$ cat src/rtl/gpio_port_register_block_defines.svh
// Assertion macros shared by the GPIO port register block.
`ifndef GPIO_PORT_REGISTER_BLOCK_DEFINES_SVH
`define GPIO_PORT_REGISTER_BLOCK_DEFINES_SVH

// Same-cycle implication, disabled while reset is asserted.
`define GPRB_ASSERT_NOW(lbl, ante, cons, msg) \
  lbl: assert property (@(posedge clk) disable iff (!rst_n) (ante) |-> (cons)) \
    else $error(msg);

// Next-cycle implication, disabled while reset is asserted.
`define GPRB_ASSERT_NEXT(lbl, ante, cons, msg) \
  lbl: assert property (@(posedge clk) disable iff (!rst_n) (ante) |=> (cons)) \
    else $error(msg);

`endif

$ cat src/rtl/gpioprb_pkg.sv
// Types, codes and reset values for the GPIO port register block.
`default_nettype none
package gpioprb_pkg;

  localparam int unsigned PORT_INDEX = 0;

  localparam logic [2:0] SIZE_BYTE = 3'd1;
  localparam logic [2:0] SIZE_HALF = 3'd2;
  localparam logic [2:0] SIZE_WORD = 3'd4;

  localparam logic [2:0] ST_OK        = 3'd0;
  localparam logic [2:0] ST_BAD_OFS   = 3'd1;
  localparam logic [2:0] ST_BAD_SIZE  = 3'd2;
  localparam logic [2:0] ST_IDR_WRITE = 3'd3;
  localparam logic [2:0] ST_LCK_WRITE = 3'd4;
  localparam logic [2:0] ST_SET_CLR   = 3'd5;

  localparam logic [3:0] REG_MODE  = 4'd0;
  localparam logic [3:0] REG_OTYPE = 4'd1;
  localparam logic [3:0] REG_SPEED = 4'd2;
  localparam logic [3:0] REG_PULL  = 4'd3;
  localparam logic [3:0] REG_IDATA = 4'd4;
  localparam logic [3:0] REG_ODATA = 4'd5;
  localparam logic [3:0] REG_BSR   = 4'd6;
  localparam logic [3:0] REG_LOCK  = 4'd7;
  localparam logic [3:0] REG_AFL   = 4'd8;
  localparam logic [3:0] REG_AFH   = 4'd9;

  localparam logic [31:0] LANE_BYTE = 32'h0000_00ff;
  localparam logic [31:0] LANE_HALF = 32'h0000_ffff;

  typedef struct packed {
    logic        cmd;
    logic [9:0]  offset;
    logic [2:0]  access_bytes;
    logic [31:0] write_data;
  } in_txn_t;

  typedef struct packed {
    logic [31:0] read_data;
    logic [2:0]  status;
    logic [15:0] pin_drive;
  } out_txn_t;

  typedef struct packed {
    logic [31:0] pin_mode;
    logic [31:0] output_type;
    logic [31:0] output_speed;
    logic [31:0] pull_select;
    logic [31:0] output_data;
    logic [31:0] alt_func_low;
    logic [31:0] alt_func_high;
  } regs_t;

  function automatic regs_t reset_regs();
    regs_t r;
    r = '0;
    if (PORT_INDEX == 0) begin
      r.pin_mode     = 32'hA800_0000;
      r.output_speed = 32'h0C00_0000;
      r.pull_select  = 32'h6400_0000;
    end else if (PORT_INDEX == 1) begin
      r.pin_mode     = 32'h0000_0280;
      r.output_speed = 32'h0000_00C0;
      r.pull_select  = 32'h0000_0100;
    end
    return r;
  endfunction

endpackage
`default_nettype wire

$ cat src/rtl/gpio_port_register_block.sv
// Top level of the 16-pin GPIO port register file.
// One bus transaction is taken per cycle: busy is always low, so start may be held
// high every cycle. A transaction taken at one clock edge is registered, decoded and
// merged against the port registers in the next cycle. Its result is loaded into the
// result register at the end of that cycle, and sits on out_txn with out_valid high
// for exactly one cycle. The receiver cannot stall, so results must be captured while
// out_valid is high. Between a transaction and its result lie the input register and
// the result register.
`default_nettype none
`include "gpio_port_register_block_defines.svh"
module gpio_port_register_block (
  input  logic                  clk,
  input  logic                  rst_n,
  input  logic                  start,
  output logic                  busy,
  input  gpioprb_pkg::in_txn_t  in_txn,
  output logic                  out_valid,
  output gpioprb_pkg::out_txn_t out_txn
);

  logic                  vld_r;
  gpioprb_pkg::in_txn_t  req_r;
  gpioprb_pkg::regs_t    regs_r;
  gpioprb_pkg::regs_t    regs_nxt;
  gpioprb_pkg::out_txn_t res_nxt;
  gpioprb_pkg::out_txn_t out_r;
  logic                  out_vld_r;
  logic                  accept;

  assign busy   = 1'b0;
  assign accept = start && !busy;

  always_ff @(posedge clk) begin
    if (!rst_n) begin
      vld_r <= 1'b0;
    end else begin
      vld_r <= accept;
    end
  end

  always_ff @(posedge clk) begin
    if (accept) begin
      req_r <= in_txn;
    end
  end

  gpioprb_access u_access (
    .req      (req_r),
    .regs     (regs_r),
    .regs_nxt (regs_nxt),
    .res      (res_nxt)
  );

  always_ff @(posedge clk) begin
    if (!rst_n) begin
      regs_r    <= gpioprb_pkg::reset_regs();
      out_vld_r <= 1'b0;
    end else begin
      out_vld_r <= vld_r;
      if (vld_r) begin
        regs_r <= regs_nxt;
      end
    end
  end

  always_ff @(posedge clk) begin
    if (vld_r) begin
      out_r <= res_nxt;
    end
  end

  assign out_valid = out_vld_r;
  assign out_txn   = out_r;

  `GPRB_ASSERT_NOW(a_out_has_txn, out_valid, $past(start, 2),
                   "result without a transaction")
  `GPRB_ASSERT_NOW(a_err_reads_zero,
                   out_valid && (out_txn.status != gpioprb_pkg::ST_OK),
                   out_txn.read_data == 32'd0, "error result with nonzero read data")
  `GPRB_ASSERT_NEXT(a_regs_hold, !vld_r, $stable(regs_r),
                    "registers changed with no transaction")
  `GPRB_ASSERT_NOW(a_pin_drive, out_valid,
                   out_txn.pin_drive == regs_r.output_data[15:0],
                   "pin drive differs from output data")

endmodule
`default_nettype wire

$ cat src/rtl/gpioprb_access.sv
// Decode, lane merge and bit set/reset for one register transaction.
`default_nettype none
module gpioprb_access (
  input  gpioprb_pkg::in_txn_t  req,
  input  gpioprb_pkg::regs_t    regs,
  output gpioprb_pkg::regs_t    regs_nxt,
  output gpioprb_pkg::out_txn_t res
);

  logic        size_ok;
  logic        in_window;
  logic [3:0]  reg_word;
  logic [31:0] cur;
  logic [31:0] lane_mask;
  logic [31:0] val;
  logic [15:0] setb;
  logic [15:0] clrb;
  logic [15:0] both;
  logic [2:0]  status;
  logic [31:0] rdata;

  assign size_ok = (req.access_bytes == gpioprb_pkg::SIZE_BYTE) ||
                   (req.access_bytes == gpioprb_pkg::SIZE_HALF) ||
                   (req.access_bytes == gpioprb_pkg::SIZE_WORD);
  assign reg_word  = req.offset[5:2];
  assign in_window = (req.offset[9:6] == 4'd0) && (reg_word <= gpioprb_pkg::REG_AFH);

  always_comb begin
    unique case (reg_word)
      gpioprb_pkg::REG_MODE:  cur = regs.pin_mode;
      gpioprb_pkg::REG_OTYPE: cur = regs.output_type;
      gpioprb_pkg::REG_SPEED: cur = regs.output_speed;
      gpioprb_pkg::REG_PULL:  cur = regs.pull_select;
      gpioprb_pkg::REG_ODATA: cur = regs.output_data;
      gpioprb_pkg::REG_AFL:   cur = regs.alt_func_low;
      gpioprb_pkg::REG_AFH:   cur = regs.alt_func_high;
      default:                cur = 32'd0;
    endcase
  end

  always_comb begin
    lane_mask = ((req.access_bytes == gpioprb_pkg::SIZE_BYTE) ? gpioprb_pkg::LANE_BYTE
                                                               : gpioprb_pkg::LANE_HALF)
                << {req.offset[1:0], 3'b000};
    if (req.access_bytes == gpioprb_pkg::SIZE_WORD) begin
      val = req.write_data;
    end else begin
      val = (cur & ~lane_mask) | (req.write_data & lane_mask);
    end
    setb = val[15:0];
    clrb = val[31:16];
    both = setb & clrb;
  end

  always_comb begin
    regs_nxt = regs;
    status   = gpioprb_pkg::ST_OK;
    rdata    = 32'd0;
    if (!size_ok) begin
      status = gpioprb_pkg::ST_BAD_SIZE;
    end else if (!in_window) begin
      status = gpioprb_pkg::ST_BAD_OFS;
    end else if (!req.cmd) begin
      rdata = cur;
    end else begin
      unique case (reg_word)
        gpioprb_pkg::REG_MODE:  regs_nxt.pin_mode     = val;
        gpioprb_pkg::REG_OTYPE: regs_nxt.output_type  = val;
        gpioprb_pkg::REG_SPEED: regs_nxt.output_speed = val;
        gpioprb_pkg::REG_PULL:  regs_nxt.pull_select  = val;
        gpioprb_pkg::REG_IDATA: status = gpioprb_pkg::ST_IDR_WRITE;
        gpioprb_pkg::REG_ODATA: regs_nxt.output_data  = val;
        gpioprb_pkg::REG_BSR: begin
          regs_nxt.output_data = (regs.output_data | {16'd0, setb & ~both})
                                 & ~{16'd0, clrb & ~both};
          if (both != 16'd0) begin
            status = gpioprb_pkg::ST_SET_CLR;
          end
        end
        gpioprb_pkg::REG_LOCK:  status = gpioprb_pkg::ST_LCK_WRITE;
        gpioprb_pkg::REG_AFL:   regs_nxt.alt_func_low = val;
        default:                regs_nxt.alt_func_high = val;
      endcase
    end
    res.read_data = rdata;
    res.status    = status;
    res.pin_drive = regs_nxt.output_data[15:0];
  end

endmodule
`default_nettype wire

$ cat config.mk
export PLATFORM = sky130hd
export DESIGN_NAME = gpio_port_register_block
export DESIGN_NICKNAME = d
export VERILOG_FILES = /design/src/rtl/gpioprb_pkg.sv /design/src/rtl/gpio_port_register_block.sv /design/src/rtl/gpioprb_access.sv
export VERILOG_INCLUDE_DIRS = /design/src /design/src/rtl
export SDC_FILE = /design/constraint.sdc
export NUM_CORES = 1
export LEC_CHECK = 0
export BUFFER_PORTS_ARGS = -buffer_cell sky130_fd_sc_hd__buf_2
export CORE_MARGIN = 5
export CORE_UTILIZATION = 55
export DETAILED_ROUTE_END_ITERATION = 10
export PLACE_DENSITY = 0.74
export SYNTH_ARGS = -nofsm -noshare
export SYNTH_HDL_FRONTEND = slang
export SYNTH_SLANG_ARGS = --single-unit
export TNS_END_PERCENT = 50
$ cat constraint.sdc
create_clock -name clk -period 8.3 [get_ports clk]
set_input_delay 0.83 -clock clk [delete_from_list [all_inputs] [get_ports clk]]
set_output_delay 0.83 -clock clk [all_outputs]
set_load 0.02 [all_outputs]
Word level (Yosys, flattened, before mapping) --
Index checks and enable logic that the tools add are counted.
Storage, ports and cells: flip-flop bits (word level) 323, bits of input ports 49, logic and storage cells 76
Operators by class: magnitude comparators 1, equal/unequal tests 12, shifts and indexed selects 1, mux-type cells 13, bitwise gates (word level) 14, reduce and logical (&&, ||, !) cells 17
Operator list (count):
- 80-bit two-way mux | 3
- 32-bit one-hot mux with 7 select lines | 1
- 32-bit bitwise AND | 3
- 32-bit two-way mux | 3
- 32-bit one-hot mux with 2 select lines | 1
- 16-bit bitwise AND | 3
- 5-bit AND reduction | 7
- 16-bit NOT with 32-bit output | 1
- 32-bit NOT | 1
- 32-bit by 16-bit OR with 32-bit output | 1
- 32-bit OR | 1
- 32-bit by 5-bit << shifter with 32-bit output | 1
- 4-bit by 3-bit == test with 1-bit output, second input constant | 4
- 16-bit two-way mux | 1
- 16-bit NOT | 1
- 16-bit nonzero test | 1
- 3-bit one-hot mux with 3 select lines | 1
- 9-bit OR reduction | 1
- 4-bit by 2-bit == test with 1-bit output, second input constant | 2
- 4-bit == test, second input constant | 2
- 4-bit logical NOT | 2
- 4-bit by 1-bit == test with 1-bit output, second input constant | 1
- 4-bit <= comparator, second input constant | 1
- 2-bit two-way mux | 2
- other kinds (10) | 13

Logic depth before layout (Yosys ltp) --
depth in word-level cells 16, mapped depth 12, depth with buffers taken out 8

By module --
A second synthesis with hierarchy kept.
Second synthesis, totals: cells, all modules 1609, area, all modules 17384.2 um^2
By module, submodules not included:
- gpio_port_register_block | instances 1, cells an instance 825, area an instance 11434.7 um^2, sequential area each 7437.1 um^2
- gpioprb_access | instances 1, cells an instance 784, area an instance 5949.5 um^2, sequential area each 0.0 um^2

Worst setup path before layout --
Ideal clock, no wire load.
path kind reg2reg, start register vld_r, end register regs_r[160] (netlist bit), library setup time 0.128 ns, arrival time 2.655 ns, setup slack 5.518 ns, stages on the path, launching flop included 7, buffers on the path 2, cell sequence dfxtp_1 nand2_1 or3_1 buf_2 buf_2 a21oi_1 nor2_1
Between the ends: cells in the longest elaborated chain, start to end 1
RTL lines:
- start: declaration | RTL line gpio_port_register_block.sv:21 | logic vld_r;
- start signal: assignment | RTL line gpio_port_register_block.sv:37 | vld_r <= accept;
- 5-bit AND reduction (no line)
- end signal: assignment | RTL line gpio_port_register_block.sv:56 | regs_r <= gpioprb_pkg::reset_regs();
- end signal: assignment | RTL line gpio_port_register_block.sv:61 | regs_r <= regs_nxt;
- end: declaration | RTL line gpio_port_register_block.sv:23 | gpioprb_pkg::regs_t regs_r;
No other way between the ends. A chain may end at the register's enable or synchronous reset.

Worst setup path in the final report --
start register req_r[39] (netlist bit), end register out_r, in the netlist out_txn[16] (data pin)
Between the ends: cells in the longest elaborated chain, start to end 11, elaborated cells on any way between the ends 22, those cells by class order compare (1); eq/ne (9); mux (6); bitwise (3); reduce/logical (3)
RTL lines:
- start: declaration | RTL line gpio_port_register_block.sv:22 | gpioprb_pkg::in_txn_t req_r;
- start signal: assignment | RTL line gpio_port_register_block.sv:43 | req_r <= in_txn;
- 4-bit == test (tied with other cells) | RTL line gpioprb_access.sv:29 | unique case (reg_word)
- 32-bit one-hot mux with 7 select lines | RTL line gpioprb_access.sv:29
- 32-bit bitwise AND | RTL line gpioprb_access.sv:48 | val = (cur & ~lane_mask) | (req.write_data & lane_mask);
- 32-bit OR | RTL line gpioprb_access.sv:48
- 32-bit two-way mux | RTL line gpioprb_access.sv:45 | if (req.access_bytes == gpioprb_pkg::SIZE_WORD) begin
- 16-bit bitwise AND | RTL line gpioprb_access.sv:52 | both = setb & clrb;
- 16-bit nonzero test | RTL line gpioprb_access.sv:76 | if (both != 16'd0) begin
- 3-bit two-way mux | RTL line gpioprb_access.sv:76
- 3-bit one-hot mux with 3 select lines | RTL line gpioprb_access.sv:66 | unique case (reg_word)
- 2-bit two-way mux | RTL line gpioprb_access.sv:63 | end else if (!req.cmd) begin
- 2-bit two-way mux (*) | RTL line gpioprb_access.sv:61 | end else if (!in_window) begin
- end signal: assignment | RTL line gpio_port_register_block.sv:68 | out_r <= res_nxt;
- end: declaration | RTL line gpio_port_register_block.sv:26 | gpioprb_pkg::out_txn_t out_r;
Mark *: on every way between the ends. The rest lies on a longest branch, timed or not.

==> results.tsv <==
stage	metric	value	unit
synthesis	Post-synth top flop	dfxtp_1	
timing	Slew Limit Headroom	15.44	%
synthesis	Mapped Cells	1621	
route	detailed-router iteration count before antenna repair	8	
synthesis	area leader, netlist	dfxtp_1	
status	status	finished clean	
finish	layout cell share with drive strength beyond 1	14.23	%
timing	Final Hold Viols	0	
grt	vias in the first global route	11790	
timing	Final min period	4.359	ns
cts	CTS HTree Levels	2	
route	Avg Vias per Cell	6.223	
finish	Fill cells	2219	
grt	GRT Overall Usage	29.90	%
grt	pin count of the biggest net entering global routing	114	
placement	Routability Congestion	0.9319	
timing	Setup TNS	0	ns
critical_path	Worst Setup End Kind	register	
timing	final slew viol count	0	
cts	CTS tree	yes	
critical_path	worst path required time	8.55	ns
timing	crit share post-route	52.52	%
grt	global-route wire length before repair	67880	um
cts	Worst-Skew Late Latency	0.52	ns
cts	clock-pin slew of the registers on the worst-case setup and hold paths	0.06	ns
finish	ANT cells	0	
route	Routed Antenna Nets	0	
route	DR vias	12580	
critical_path	critical path's slowest cell	or2_1	
critical_path	Crit path arrival time	4.61	ns
cts	clk sink count	323	
die	Die H	171.1	um
route	DRC viols	0	
worst_hold_path	HP Class	register to register	
synthesis	register area share after synthesis	52.11	%
cts	CTS Hold Bufs	0	
critical_path	CP max stage delay	0.76	ns
cts	Setup Fix Bufs, Post-CTS	0	
critical_path	Crit path top cell by count	buf_4	
synthesis	synth top area cells	dfxtp_1 32%, edfxtp_1 20%, nand2_1 8.7%	
power	Design Power	3.520	mW
placement	Detailed Place HPWL	27540	um
synthesis	post-synth top area share	31.70	%
finish	Layout area overhead	11.86	%
finish	utilization after layout	61.79	%
placement	I/O Buffers	100	
synthesis	ys async rst share	0	%
finish	Post-layout nets	1709	
finish	commonest non-fill, non-tap cell in the layout	nand2_1	
power	PD cells	220.4	nW/um^2
timing	Worst Tran Pin Value	1.264	ns
timing	Finish-stage setup viols	0	
synthesis	Yosys reg bits	323	
synthesis	Syn Nets	1670	
route	WL/cell	22.10	um
critical_path	Crit Path Category	register to register	
route	Routed WL	44660	um
cts	CTS resizes	0	
timing	skew final	0.01534	ns
critical_path	type of origin of the critical path	register	
cts	CTS Root Cell	clkbuf_16	
die	Die ar.	29270	sq um
timing	Fmax	229.4	MHz
die	Top-Level Pins	102	
power	LEAKAGE	5.744	nW
power	worst vdd ir	0.0001441	V
cts	Num CTS Buffers	35	
synthesis	Yosys warning count	0	
route	drt first-iter violations	1842	
synthesis	cell area after synthesis	14270	sq um
synthesis	mean post-synth cell area	8.805	sq um
synthesis	Synth cell types	79	
grt	initial antenna violation count	0	
synthesis	Post-synth EDFFs	97	
die	Die X	171.1	um
cts	Clock Path Buffers	3	
critical_path	Crit Path Max Fanout	40	
run	max-cap violation count	0	
die	Starting Density	55.24	%
grt	GR Overflow Total	0	
die	Rows	59	
critical_path	critical-path cell list	buf_4 -> buf_4 -> or2_1 -> o221ai_1 -> o22ai_1 -> o2bb2ai_1 -> or4_1 -> o31ai_2 -> a31oi_1	
die	core area	25840	sq um
timing	RSZ-0062 raised after global routing	false	
finish	most frequent cells in the layout	330 x nand2_1, 236 x a21oi_1, 225 x dfxtp_1	
sequential cells by signal (all words and copies together) (netlist names):
| name | count |
|---|---|
| req_r | 46 |
| vld_r | 1 |
| out_txn | 51 |
| regs_r | 224 |
| out_valid | 1 |
power by group:
| part | total, mW | switching [mW] | leakage, nW | internal [mW] |
|---|---|---|---|---|
| logic | 0.325 | 0.243 | 2.43 | 0.0822 |
| registers | 1.68 | 0.0198 | 2.76 | 1.66 |
| clock network | 1.52 | 0.633 | 0.554 | 0.885 |
final timing paths:
path | to | cells after the start | slack [ns] | from
max | out_txn[16] | 9 | 3.94 | req_r[39]
min | regs_r[50] | 2 | 0.45 | regs_r[50]
max reg2reg | out_txn[16] | 9 | 3.94 | req_r[39]
min reg2reg | regs_r[50] | 2 | 0.45 | regs_r[50]
per-stage QoR:
stage,setup WS (ns),instances,hold WS (ns),area [sq um]
2_1_floorplan,5.518,1621,0.4313,14270
3_3_place_gp,4.076,1958,0.4369,14860
3_5_place_dp,4.067,1958,0.4422,14860
4_1_cts,4.046,2021,0.4504,15970
5_1_grt,3.742,2021,0.4627,15970
6_report,3.941,2021,0.4523,15970
layout make-up:
type                    count  area [sq um]  area share [%]
clock inverters            12         88.84          0.5564
flip-flops and latches    323          7441           46.61
multi-input cells        1163          6252           39.16
well taps                 335         419.2           2.625
inverters                  10         42.54          0.2665
repair buffers            127         703.2           4.404
clock buffers              51          1018           6.379
cell usage after synthesis, types with 6 or more instances:
master and number:
clkbuf_1 79, mux2_2 16, and2_1 10, and3b_1 8, o2bb2ai_1 8, o22ai_1 9
nand3_1 12, o211a_1 7, a21oi_1 236, nor2b_1 20, nand2b_1 10, o21ai_0 57
a22oi_1 38, dfxtp_1 226, o21a_1 6, buf_6 10, nor3_1 7, nand2_1 330
o211ai_1 12, nand3b_1 9, inv_1 9, mux2i_1 19, nor3b_1 15, a22o_1 10
a31oi_1 11, nor2_1 199, buf_2 30, edfxtp_1 97, and3_1 14, a21o_1 9
logic make-up after synthesis:
kind of cell / Yosys count / synth area share [%]
simple gates: 659 / 20.13
flops: 323 / 52.11
other cells: 1 / 0.02627
buf+inv: 135 / 4.480
compound gates: 462 / 20.08
mux: 40 / 3.112
xor+xnor: 1 / 0.06138
metal layers:
metal / global-route usage [%] / part of all wire (%)
met1: 40.96 / 39
met2: 46.34 / 44
met3: 5.522 / 12
met4: 13.68 / 4.9
met5: 0 / 0
worst max-delay path, delay by kind of cell, from the launching register on:
kind / cells / cell delay [ns]
buf+inv: 2 / 0.90
flops: 1 / 0.33
simple gates: 2 / 1.34
compound gates: 5 / 1.49
Power figures use the tool's default switching activity.
